[src/rtl/dhpd_pkg.sv]
// Package with field widths, gains, fixed-point constants and command codes of the heading drive.
`default_nettype none
package dhpd_pkg;

	localparam int DRIVE_LIMIT_DEF = 255;
	localparam int SUM_WIDTH_DEF   = 24;

	localparam int CMD_W     = 2;
	localparam int HEADING_W = 13;
	localparam int BASE_W    = 9;
	localparam int DUTY_W    = 8;

	localparam int E_W  = 14;
	localparam int DH_W = 14;
	localparam int PE_W = 22;
	localparam int DD_W = 24;
	localparam int B_W  = 19;

	localparam int WRAP_MAG = 2880;
	localparam int INT_DIV  = 800;
	localparam int P_GAIN   = 150;
	localparam int D_GAIN   = 500;

	// Division by 800 is a shift by 5 followed by a reciprocal multiply for 25.
	localparam int MAG_W       = 20;
	localparam int DIV_LO      = 5;
	localparam int RECIP       = 41944;
	localparam int RECIP_SHIFT = 20;
	localparam int PROD_W      = 31;

	typedef enum logic [CMD_W-1:0] {
		CMD_STEP  = 2'd0,
		CMD_CLEAR = 2'd1,
		CMD_BRAKE = 2'd2,
		CMD_STOP  = 2'd3
	} cmd_t;

endpackage
`default_nettype wire

[src/rtl/dhpd_if.sv]
// Interfaces for the step input channel and the wheel drive output channel.
`default_nettype none
interface dhpd_step_if;
	import dhpd_pkg::*;
	logic                        valid;
	logic                        ready;
	logic [CMD_W-1:0]            command;
	logic signed [HEADING_W-1:0] heading;
	logic signed [HEADING_W-1:0] target;
	logic signed [BASE_W-1:0]    base_speed;

	modport source (output valid, command, heading, target, base_speed, input ready);
	modport sink (input valid, command, heading, target, base_speed, output ready);
endinterface

interface dhpd_drive_if;
	import dhpd_pkg::*;
	logic              valid;
	logic              ready;
	logic [DUTY_W-1:0] left_duty;
	logic              left_reverse;
	logic [DUTY_W-1:0] right_duty;
	logic              right_reverse;

	modport source (output valid, left_duty, left_reverse, right_duty, right_reverse,
		input ready);
	modport sink (input valid, left_duty, left_reverse, right_duty, right_reverse,
		output ready);
endinterface
`default_nettype wire

[src/rtl/differential_heading_pid_drive.sv]
// Heading PID controller for a two-wheel drive with a four-stage valid/ready pipeline.
//
// channel | dir | payload                                              | transaction
// step    | in  | command, heading, target, base_speed                 | valid && ready
// drive   | out | left_duty, left_reverse, right_duty, right_reverse   | valid && ready
//
// One transaction per cycle is accepted while the pipeline is not backed up by a drive stall.
// The integral and previous heading update when an item leaves the input register stage.
// The last drive values live in the output register, which brake and clear commands reuse.
// Reset clears all valid bits, the integral, the previous heading and the last drives.
// Each stage advances when the stage after it is empty or moving, so bubbles fill under stall.
`default_nettype none
module differential_heading_pid_drive #(
	parameter int DRIVE_LIMIT = dhpd_pkg::DRIVE_LIMIT_DEF,
	parameter int SUM_WIDTH   = dhpd_pkg::SUM_WIDTH_DEF
) (
	input  wire           clk,
	input  wire           arst_n,
	dhpd_step_if.sink     step,
	dhpd_drive_if.source  drive
);
	import dhpd_pkg::*;

	localparam int SW1 = SUM_WIDTH + 1;
	localparam int NW  = ((SUM_WIDTH > DD_W) ? SUM_WIDTH : DD_W) + 3;
	localparam int DW  = $clog2(DRIVE_LIMIT + 1) + 1;

	localparam logic signed [SUM_WIDTH-1:0] SUM_MAX = {1'b0, {(SUM_WIDTH-1){1'b1}}};
	localparam logic signed [SUM_WIDTH-1:0] SUM_MIN = ~SUM_MAX;
	localparam logic signed [HEADING_W-1:0] WRAP_POS = HEADING_W'(WRAP_MAG);
	localparam logic signed [HEADING_W-1:0] WRAP_NEG = -WRAP_POS;
	localparam logic signed [PE_W-1:0] P_GAIN_C = PE_W'(P_GAIN);
	localparam logic signed [DD_W-1:0] D_GAIN_C = DD_W'(D_GAIN);
	localparam logic signed [B_W-1:0]  B_GAIN_C = B_W'(INT_DIV);
	localparam logic signed [NW-1:0] TH_POS = NW'((DRIVE_LIMIT + 1) * INT_DIV);
	localparam logic signed [NW-1:0] TH_NEG = -TH_POS;
	localparam logic signed [DW-1:0] LIM_POS = DW'(DRIVE_LIMIT);
	localparam logic signed [DW-1:0] LIM_NEG = -LIM_POS;
	localparam logic [PROD_W-1:0] RECIP_C = PROD_W'(RECIP);

	function automatic logic signed [DW-1:0] scale_drive(input logic signed [NW-1:0] n);
		logic [NW-1:0]     mag_full;
		logic [MAG_W-1:0]  mag;
		logic [PROD_W-1:0] prod;
		logic [DW-1:0]     q;
		mag_full = n[NW-1] ? NW'(-n) : NW'(n);
		mag      = mag_full[MAG_W-1:0];
		prod     = PROD_W'(mag[MAG_W-1:DIV_LO]) * RECIP_C;
		q        = {1'b0, prod[RECIP_SHIFT +: DW-1]};
		if (n >= TH_POS) begin
			scale_drive = LIM_POS;
		end else if (n <= TH_NEG) begin
			scale_drive = LIM_NEG;
		end else if (n[NW-1]) begin
			scale_drive = -$signed(q);
		end else begin
			scale_drive = $signed(q);
		end
	endfunction

	function automatic logic [DUTY_W-1:0] duty_of(input logic signed [DW-1:0] d);
		logic [DW-1:0]        a;
		logic [DW+DUTY_W-1:0] ext;
		a   = d[DW-1] ? DW'(-d) : DW'(d);
		ext = {{DUTY_W{1'b0}}, a};
		duty_of = ext[DUTY_W-1:0];
	endfunction

	logic rdy_s1, rdy_s2, rdy_s3, rdy_s4;
	logic mv12, mv23, mv34;

	logic                        valid_s1;
	cmd_t                        cmd_s1;
	logic signed [HEADING_W-1:0] heading_s1;
	logic signed [HEADING_W-1:0] target_s1;
	logic signed [BASE_W-1:0]    base_s1;

	logic                        valid_s2;
	cmd_t                        cmd_s2;
	logic signed [SUM_WIDTH-1:0] es_s2;
	logic signed [PE_W-1:0]      pe_s2;
	logic signed [DD_W-1:0]      dd_s2;
	logic signed [B_W-1:0]       b_s2;

	logic                 valid_s3;
	cmd_t                 cmd_s3;
	logic signed [NW-1:0] nr_s3;
	logic signed [NW-1:0] nl_s3;

	logic                 valid_s4;
	logic signed [DW-1:0] left_drive_q;
	logic signed [DW-1:0] right_drive_q;

	logic signed [SUM_WIDTH-1:0] es_q;
	logic signed [HEADING_W-1:0] prev_q;

	logic                        wrap;
	logic signed [E_W-1:0]       e_raw, e_abs, e;
	logic signed [SW1-1:0]       es_sum;
	logic signed [SUM_WIDTH-1:0] es_new;
	logic signed [DH_W-1:0]      dh;
	logic signed [NW-1:0]        es_x, pe_x, dd_x, b_x;

	assign rdy_s4 = !valid_s4 || drive.ready;
	assign rdy_s3 = !valid_s3 || rdy_s4;
	assign rdy_s2 = !valid_s2 || rdy_s3;
	assign rdy_s1 = !valid_s1 || rdy_s2;
	assign mv12   = valid_s1 && rdy_s2;
	assign mv23   = valid_s2 && rdy_s3;
	assign mv34   = valid_s3 && rdy_s4;
	assign step.ready = rdy_s1;

	always_ff @(posedge clk or negedge arst_n) begin
		if (!arst_n) begin
			valid_s1 <= 1'b0;
			valid_s2 <= 1'b0;
			valid_s3 <= 1'b0;
			valid_s4 <= 1'b0;
		end else begin
			if (rdy_s1) begin
				valid_s1 <= step.valid;
			end
			if (rdy_s2) begin
				valid_s2 <= valid_s1;
			end
			if (rdy_s3) begin
				valid_s3 <= valid_s2;
			end
			if (rdy_s4) begin
				valid_s4 <= valid_s3;
			end
		end
	end

	always_ff @(posedge clk) begin
		if (step.valid && rdy_s1) begin
			cmd_s1     <= cmd_t'(step.command);
			heading_s1 <= step.heading;
			target_s1  <= step.target;
			base_s1    <= step.base_speed;
		end
	end

	always_comb begin
		wrap   = (target_s1 == WRAP_POS) || (target_s1 == WRAP_NEG);
		e_raw  = E_W'(target_s1) - E_W'(heading_s1);
		e_abs  = e_raw[E_W-1] ? -e_raw : e_raw;
		if (wrap) begin
			e = heading_s1[HEADING_W-1] ? -e_abs : e_abs;
		end else begin
			e = e_raw;
		end
		es_sum = SW1'(es_q) + SW1'(e);
		if (es_sum[SW1-1] != es_sum[SW1-2]) begin
			es_new = es_sum[SW1-1] ? SUM_MIN : SUM_MAX;
		end else begin
			es_new = es_sum[SUM_WIDTH-1:0];
		end
		dh = DH_W'(heading_s1) - DH_W'(prev_q);
	end

	always_ff @(posedge clk or negedge arst_n) begin
		if (!arst_n) begin
			es_q   <= '0;
			prev_q <= '0;
		end else if (mv12) begin
			unique case (cmd_s1)
				CMD_STEP: begin
					es_q   <= es_new;
					prev_q <= heading_s1;
				end
				CMD_CLEAR: begin
					es_q   <= '0;
					prev_q <= '0;
				end
				CMD_BRAKE, CMD_STOP: begin
					es_q   <= es_q;
					prev_q <= prev_q;
				end
			endcase
		end
	end

	always_ff @(posedge clk) begin
		if (mv12) begin
			cmd_s2 <= cmd_s1;
			es_s2  <= es_new;
			pe_s2  <= PE_W'(e) * P_GAIN_C;
			dd_s2  <= DD_W'(dh) * D_GAIN_C;
			b_s2   <= B_W'(base_s1) * B_GAIN_C;
		end
	end

	assign es_x = NW'(es_s2);
	assign pe_x = NW'(pe_s2);
	assign dd_x = NW'(dd_s2);
	assign b_x  = NW'(b_s2);

	always_ff @(posedge clk) begin
		if (mv23) begin
			cmd_s3 <= cmd_s2;
			nr_s3  <= b_x + es_x + pe_x - dd_x;
			nl_s3  <= b_x - es_x - pe_x + dd_x;
		end
	end

	always_ff @(posedge clk or negedge arst_n) begin
		if (!arst_n) begin
			left_drive_q  <= '0;
			right_drive_q <= '0;
		end else if (mv34) begin
			unique case (cmd_s3)
				CMD_STEP: begin
					left_drive_q  <= scale_drive(nl_s3);
					right_drive_q <= scale_drive(nr_s3);
				end
				CMD_CLEAR: begin
					left_drive_q  <= left_drive_q;
					right_drive_q <= right_drive_q;
				end
				CMD_BRAKE: begin
					left_drive_q  <= -left_drive_q;
					right_drive_q <= -right_drive_q;
				end
				CMD_STOP: begin
					left_drive_q  <= '0;
					right_drive_q <= '0;
				end
			endcase
		end
	end

	assign drive.valid         = valid_s4;
	assign drive.left_duty     = duty_of(left_drive_q);
	assign drive.left_reverse  = left_drive_q[DW-1];
	assign drive.right_duty    = duty_of(right_drive_q);
	assign drive.right_reverse = right_drive_q[DW-1];

`ifndef NO_ASSERTIONS
	a_stop_zero: assert property (@(posedge clk) disable iff (!arst_n)
		(mv34 && cmd_s3 == CMD_STOP) |=> (left_drive_q == '0 && right_drive_q == '0))
		else $error("stop transaction did not zero both drives");

	a_clear_state: assert property (@(posedge clk) disable iff (!arst_n)
		(mv12 && cmd_s1 == CMD_CLEAR) |=> (es_q == '0 && prev_q == '0))
		else $error("clear transaction left integral or previous heading set");

	a_drive_limit: assert property (@(posedge clk) disable iff (!arst_n)
		(left_drive_q <= LIM_POS && left_drive_q >= LIM_NEG &&
		 right_drive_q <= LIM_POS && right_drive_q >= LIM_NEG))
		else $error("drive value beyond the drive limit");

	a_brake_negates: assert property (@(posedge clk) disable iff (!arst_n)
		(mv34 && cmd_s3 == CMD_BRAKE) |=>
		(left_drive_q == -$past(left_drive_q) && right_drive_q == -$past(right_drive_q)))
		else $error("brake transaction did not negate the last drives");
`endif

endmodule
`default_nettype wire

[src/flat_wrapper.sv]
// flat-port wrapper written by rule: the top's interface ports become plain ports
module differential_heading_pid_drive_flat import dhpd_pkg::*;
#(
	parameter int DRIVE_LIMIT = dhpd_pkg::DRIVE_LIMIT_DEF,
	parameter int SUM_WIDTH   = dhpd_pkg::SUM_WIDTH_DEF
)
  (clk, arst_n, step_valid, step_command, step_heading, step_target, step_base_speed, step_ready, drive_valid, drive_left_duty, drive_left_reverse, drive_right_duty, drive_right_reverse, drive_ready);
  dhpd_step_if step_i ();
  dhpd_drive_if drive_i ();
  input  wire clk;
  input  wire arst_n;
  input wire logic [$bits(step_i.valid)-1:0] step_valid;
  input wire logic [$bits(step_i.command)-1:0] step_command;
  input wire logic [$bits(step_i.heading)-1:0] step_heading;
  input wire logic [$bits(step_i.target)-1:0] step_target;
  input wire logic [$bits(step_i.base_speed)-1:0] step_base_speed;
  output wire logic [$bits(step_i.ready)-1:0] step_ready;
  output wire logic [$bits(drive_i.valid)-1:0] drive_valid;
  output wire logic [$bits(drive_i.left_duty)-1:0] drive_left_duty;
  output wire logic [$bits(drive_i.left_reverse)-1:0] drive_left_reverse;
  output wire logic [$bits(drive_i.right_duty)-1:0] drive_right_duty;
  output wire logic [$bits(drive_i.right_reverse)-1:0] drive_right_reverse;
  input wire logic [$bits(drive_i.ready)-1:0] drive_ready;
  assign step_i.valid = step_valid;
  assign step_i.command = step_command;
  assign step_i.heading = step_heading;
  assign step_i.target = step_target;
  assign step_i.base_speed = step_base_speed;
  assign step_ready = step_i.ready;
  assign drive_valid = drive_i.valid;
  assign drive_left_duty = drive_i.left_duty;
  assign drive_left_reverse = drive_i.left_reverse;
  assign drive_right_duty = drive_i.right_duty;
  assign drive_right_reverse = drive_i.right_reverse;
  assign drive_i.ready = drive_ready;
  differential_heading_pid_drive #(.DRIVE_LIMIT(DRIVE_LIMIT), .SUM_WIDTH(SUM_WIDTH)) u_core (.clk(clk), .arst_n(arst_n), .step(step_i), .drive(drive_i));
endmodule
[config.mk]
export PLATFORM = sky130hd
export DESIGN_NAME = differential_heading_pid_drive_flat
export DESIGN_NICKNAME = d
export VERILOG_FILES = /design/src/rtl/dhpd_pkg.sv /design/src/rtl/dhpd_if.sv /design/src/rtl/differential_heading_pid_drive.sv /design/src/flat_wrapper.sv
export SDC_FILE = /design/constraint.sdc
export NUM_CORES = 1
export LEC_CHECK = 0
export BUFFER_PORTS_ARGS = -buffer_cell sky130_fd_sc_hd__buf_2
export CORE_MARGIN = 2
export CORE_UTILIZATION = 50
export CTS_BUF_LIST = sky130_fd_sc_hd__clkbuf_8
export DETAILED_ROUTE_END_ITERATION = 7
export PLACE_DENSITY = 0.77
export SETUP_SLACK_MARGIN = 0.05
export SLEW_MARGIN = 20
export SYNTH_ARGS = -nofsm -noshare
export SYNTH_HDL_FRONTEND = slang
export SYNTH_SLANG_ARGS = --single-unit
[constraint.sdc]
create_clock -name clk -period 9 [get_ports clk]
set_input_delay 1.8 -clock clk [delete_from_list [all_inputs] [get_ports clk]]
set_output_delay 1.8 -clock clk [all_outputs]
set_load 0.02 [all_outputs]
After elaboration in Yosys (flattened, before gate mapping)
Cells that the tools add are included.

Register bits after elaboration: 235. Input bits: 41. Output and inout port bits: 20. Word-level logic and storage cells: 94.

Add/subtract/negate cells: 17. $mul: 5. Magnitude comparators: 4. Eq/ne operators: 9. Mux-type cells: 19. Bitwise operators: 2. Reduce and logical (&&, ||, !) cells: 18.

Operator list (count): 27-bit by 19-bit greater-or-equal comparator with 1-bit output (second input constant) (2); 27-bit by 19-bit <= comparator with 1-bit output (second input constant) (2); 9-bit 2-to-1 mux (6); 9-bit case mux with 3 select lines (2); 15-bit by 13-bit multiplier with 25-bit output (second input constant) (2); 24-bit 2-to-1 mux (2); 24-bit case mux with 2 select lines (1); 14-bit 2-to-1 mux (3); 20-bit 2-to-1 mux (2); 20-bit negation (2); 14-bit negation (2); 13-bit by 13-bit subtractor with 14-bit output (2); 27-bit by 24-bit adder with 27-bit output (1); 27-bit by 24-bit subtractor with 27-bit output (1); 25-bit by 22-bit adder with 26-bit output (1); 13-bit equality test (second input constant) (2); 13-bit case mux with 2 select lines (1); 25-bit by 22-bit subtractor with 26-bit output (1); 19-bit by 24-bit adder with 25-bit output (1); 24-bit by 14-bit adder with 25-bit output (1); 19-bit by 24-bit subtractor with 25-bit output (1); 14-bit by 8-bit multiplier with 22-bit output (second input constant) (1); 14-bit by 8-bit multiplier with 21-bit output (second input constant) (1); 8-bit negation with 9-bit output (2); other kinds (13) (32).

Longest topological paths before layout
Depth in word-level cells: 10. Gate-level depth with buffers: 36. Depth with buffers taken out: 36.

Least setup slack after synthesis
Ideal clock, no wire load.

Path type: reg2reg. Start point: reg, netlist name u_core.nl_s3[0]. End point: reg u_core.right_drive_q[4]. Setup time: 0.123 ns. Data arrival time: 8.263 ns. Data required time: 8.877 ns. Slack: 0.614 ns. Cell stages (with the launch flop): 37. Path buffers: 0. Period minus slack after synthesis: 8.386 ns. Cells stage by stage: edfxtp_1 nor3_1 nand2_1 or4_1 or2_4 nand2b_4 or2_1 or3_1 o21ai_0 xor2_1 inv_1 ha_1 inv_1 fa_1 inv_1 fa_1 fa_1 inv_1 fa_1 inv_1 ha_1 a21o_1 a221oi_2 o21ai_0 nand2_1 nand2_1 nand3_1 ha_1 inv_1 or2_2 a2111o_1 o2111a_1 a2111oi_1 xor2_1 o21ai_1 o21ai_0 a21oi_1.

RTL lines: to (signal assigned) (RTL line differential_heading_pid_drive.sv:215) `right_drive_q <= scale_drive(nr_s3);`; to (signal assigned) (RTL line differential_heading_pid_drive.sv:219) `right_drive_q <= right_drive_q;`; to (signal assigned) (RTL line differential_heading_pid_drive.sv:223) `right_drive_q <= -right_drive_q;`; to (decl) (RTL line differential_heading_pid_drive.sv:92) `logic signed [DW-1:0] right_drive_q;`.

==> metrics <==
run status completed; post-layout min period 8.39 ns; post-synthesis compound-gate area fraction 14.6%; Final Cycle Share 93.3%; initial antenna violation count 1; met3 Use GR 2.56%; Post-Synth Simple-Gate Area 10.2%; row count 90; XOR/XNOR Fraction of Synth Area 7.55%; critical path type reg2reg; H-Tree Depth 2; All-Layer GR Usage 21.2%; FF-to-FF path depth 34; Crit path largest cell delay 0.54 ns; Main synth FF type edfxtp_1; clock skew 0.0229 ns; Slew HR 32.6%; fraction of registers with async set/reset 25.2%; vias in the first global route 21,969; worst hold endpoint u_core.cmd_s3[1]; initial core utilization 50.2%; reg2reg end u_core.right_drive_q[4]; CTS max path bufs 3; Buf+Inv Stages, Crit Path 3; met2 global-route usage 37.1%; DRT Wirelength 65,400 um; Final setup viols 0; crit path DAT 8.94 ns; Starting DRT DRC Count 1,183; Crit. End Element flip-flop; die width 250 um; dpl hpwl 53,900 um; Die Area 62,300 um^2; main combinational cell family by area after synthesis adder cells; Max Slew Vio Count 0; port bufs 60; min-delay worst type reg2reg; Layout fillers 5,296; worst-path fanout max 5; most frequent cells in the layout 569 x inv_1, 472 x ha_1, 265 x fa_1; First-pass DRT Iterations 5; slowest CP cell fa_1; Synth Register Bits 234; RSZ-0062 raised after global routing false; post-synthesis sequential area ratio 22.3%; gr busiest metal met2; Req. time, crit path 9.54 ns; worst r2r src u_core.nl_s3[0]; Vias 21,971; post-route ant nets 0; first-pass GRT wire length 109,000 um; DIE HEIGHT 250 um; Hold Path Origin u_core.cmd_s2[1]; WL/cell 16.4 um; Fin. Hold Viols 0; CTS root buf clkbuf_8; Synth Warn # 0; Syn Std Cell Area 30,100 um^2; Setup TNS Final 0 ns; CTS Sinks 234; critical path launch point type flip-flop; Residual DRC 0; Layout Nets 3,961; Reg2Reg Setup Slack 0.61 ns; Core ar. 60,000 um^2; via/cell ratio 5.49; Hold Crit Depth 0; met1 Use GR 27.7%; pin count of the biggest net entering global routing 70; syn nets 3,880; Worst-Margin Slew 1.01 ns; Num CTS Buffers 44; layout cells sized above 1 7.03%; post-synthesis cell type count 108; Adder-Cell Fraction of Synth Area 37.3%; GPL Wtd Cong 0.970; total grt overflow 0; cell family with most CP delay simple AND/OR/NAND/NOR gates; max_cap viols 0; multiplexer area fraction after synthesis 0.340%; fmax 119 MHz; synth-to-layout area growth 7.11%; CTS tree yes; most common cell after layout, fill and taps aside inv_1; clock latency on the worst-skew pair 0.62 ns; Syn Area/Cell 9.72 um^2; Mapped Cells 3,102; EDFF count, synth 175; CTS clk-pin slew, worst paths 0.07 ns; # IOs 61
sequential cells by signal (all words and copies together) (netlist names), 14 cells and up:
name,flops
u_core.b_s2,14
u_core.pe_s2,21
u_core.nl_s3,27
u_core.dd_s2,22
u_core.es_s2,24
u_core.es_q,24
u_core.nr_s3,26
through the flow:
stage / util [%] / setup slack, ns / hold WS, ns / cell area (um^2) / instances
after floorplan: - / 0.614 / 0.400 / 30100 / 3102
after global placement: 52.3 / 0.535 / 0.407 / 31400 / 3918
after detailed placement: 52.3 / 0.305 / 0.407 / 31400 / 3918
after CTS: 53.7 / 0.328 / 0.407 / 32200 / 3998
after global routing: 53.8 / 0.0754 / 0.416 / 32300 / 4000
final: 53.8 / 0.607 / 0.402 / 32300 / 4000
metal layers:
layer,wire [um],share of wire (%),vias up
li1,-,-,10789
met1,29200,45,10602
met2,31800,49,477
met3,2740,4.2,103
met4,1630,2.5,0
met5,0,0,-
worst register-to-register path: cells and delay by family, from the launching register on:
family	cells	cell delay, ns
xor+xnor	2	0.32
fa+ha+maj	7	2.82
flops	1	0.39
simple gates	14	3.08
buf+inv	3	0.16
compound gates	8	1.61
worst max path at each step:
stage / start / endpoint / slack [ns] / cells after the start
2_1_floorplan: u_core.nl_s3[0] / u_core.right_drive_q[4] / 0.61 / 36
3_3_place_gp: u_core.nl_s3[0] / u_core.right_drive_q[4] / 0.54 / 36
3_5_place_dp: u_core.nl_s3[0] / u_core.right_drive_q[4] / 0.30 / 32
4_1_cts: u_core.nl_s3[0] / u_core.right_drive_q[4] / 0.33 / 32
5_1_grt: u_core.nl_s3[0] / u_core.right_drive_q[4] / 0.08 / 35
6_report: u_core.nl_s3[0] / u_core.right_drive_q[4] / 0.61 / 34
cells by family (layout without fill, tap and decap cells):
family          after synthesis  count (layout)
fa+ha+maj                   739             739
compound gates              635             635
simple gates                622             622
buf+inv                     610             725
xor+xnor                    252             252
flops                       234             234
mux                          10              10
other cells                   0               1
Yosys cell counts (41+ instances only):
library cell	instances	share of area [%]
o21ai_0	126	2.1
nor3_1	56	0.93
nor2_1	165	2.1
nand3_1	47	0.78
inv_1	562	7.0
nand2b_1	41	0.85
a21o_1	65	1.6
a21oi_1	141	2.3
dfrtp_1	59	4.9
ha_1	472	20
xor2_1	61	1.8
edfxtp_1	175	17
xnor2_1	182	5.3
fa_1	265	18
nand2_1	145	1.8
what timing repair did:
action / in CTS / in global routing
hold buffers: 0 / 0
gates resized for setup: 0 / 13
setup buffers: 0 / 1
endpoints found under the setup margin: 0 / 3
final cells by class:
type / instances / area, um^2 / share of cell area [%]
antenna: 1 / 2.50 / 0.00775
clock inverter: 35 / 210 / 0.651
inverter: 562 / 2110 / 6.53
timing repair buffer: 83 / 473 / 1.46
clock buffer: 45 / 619 / 1.92
tap: 782 / 978 / 3.03
sequential: 234 / 6730 / 20.8
multi-input combinational: 2258 / 21200 / 65.5
Power is left out: the tool's default activity adds up to more than one toggle a clock period on the data nets, which glitch-free logic cannot reach.
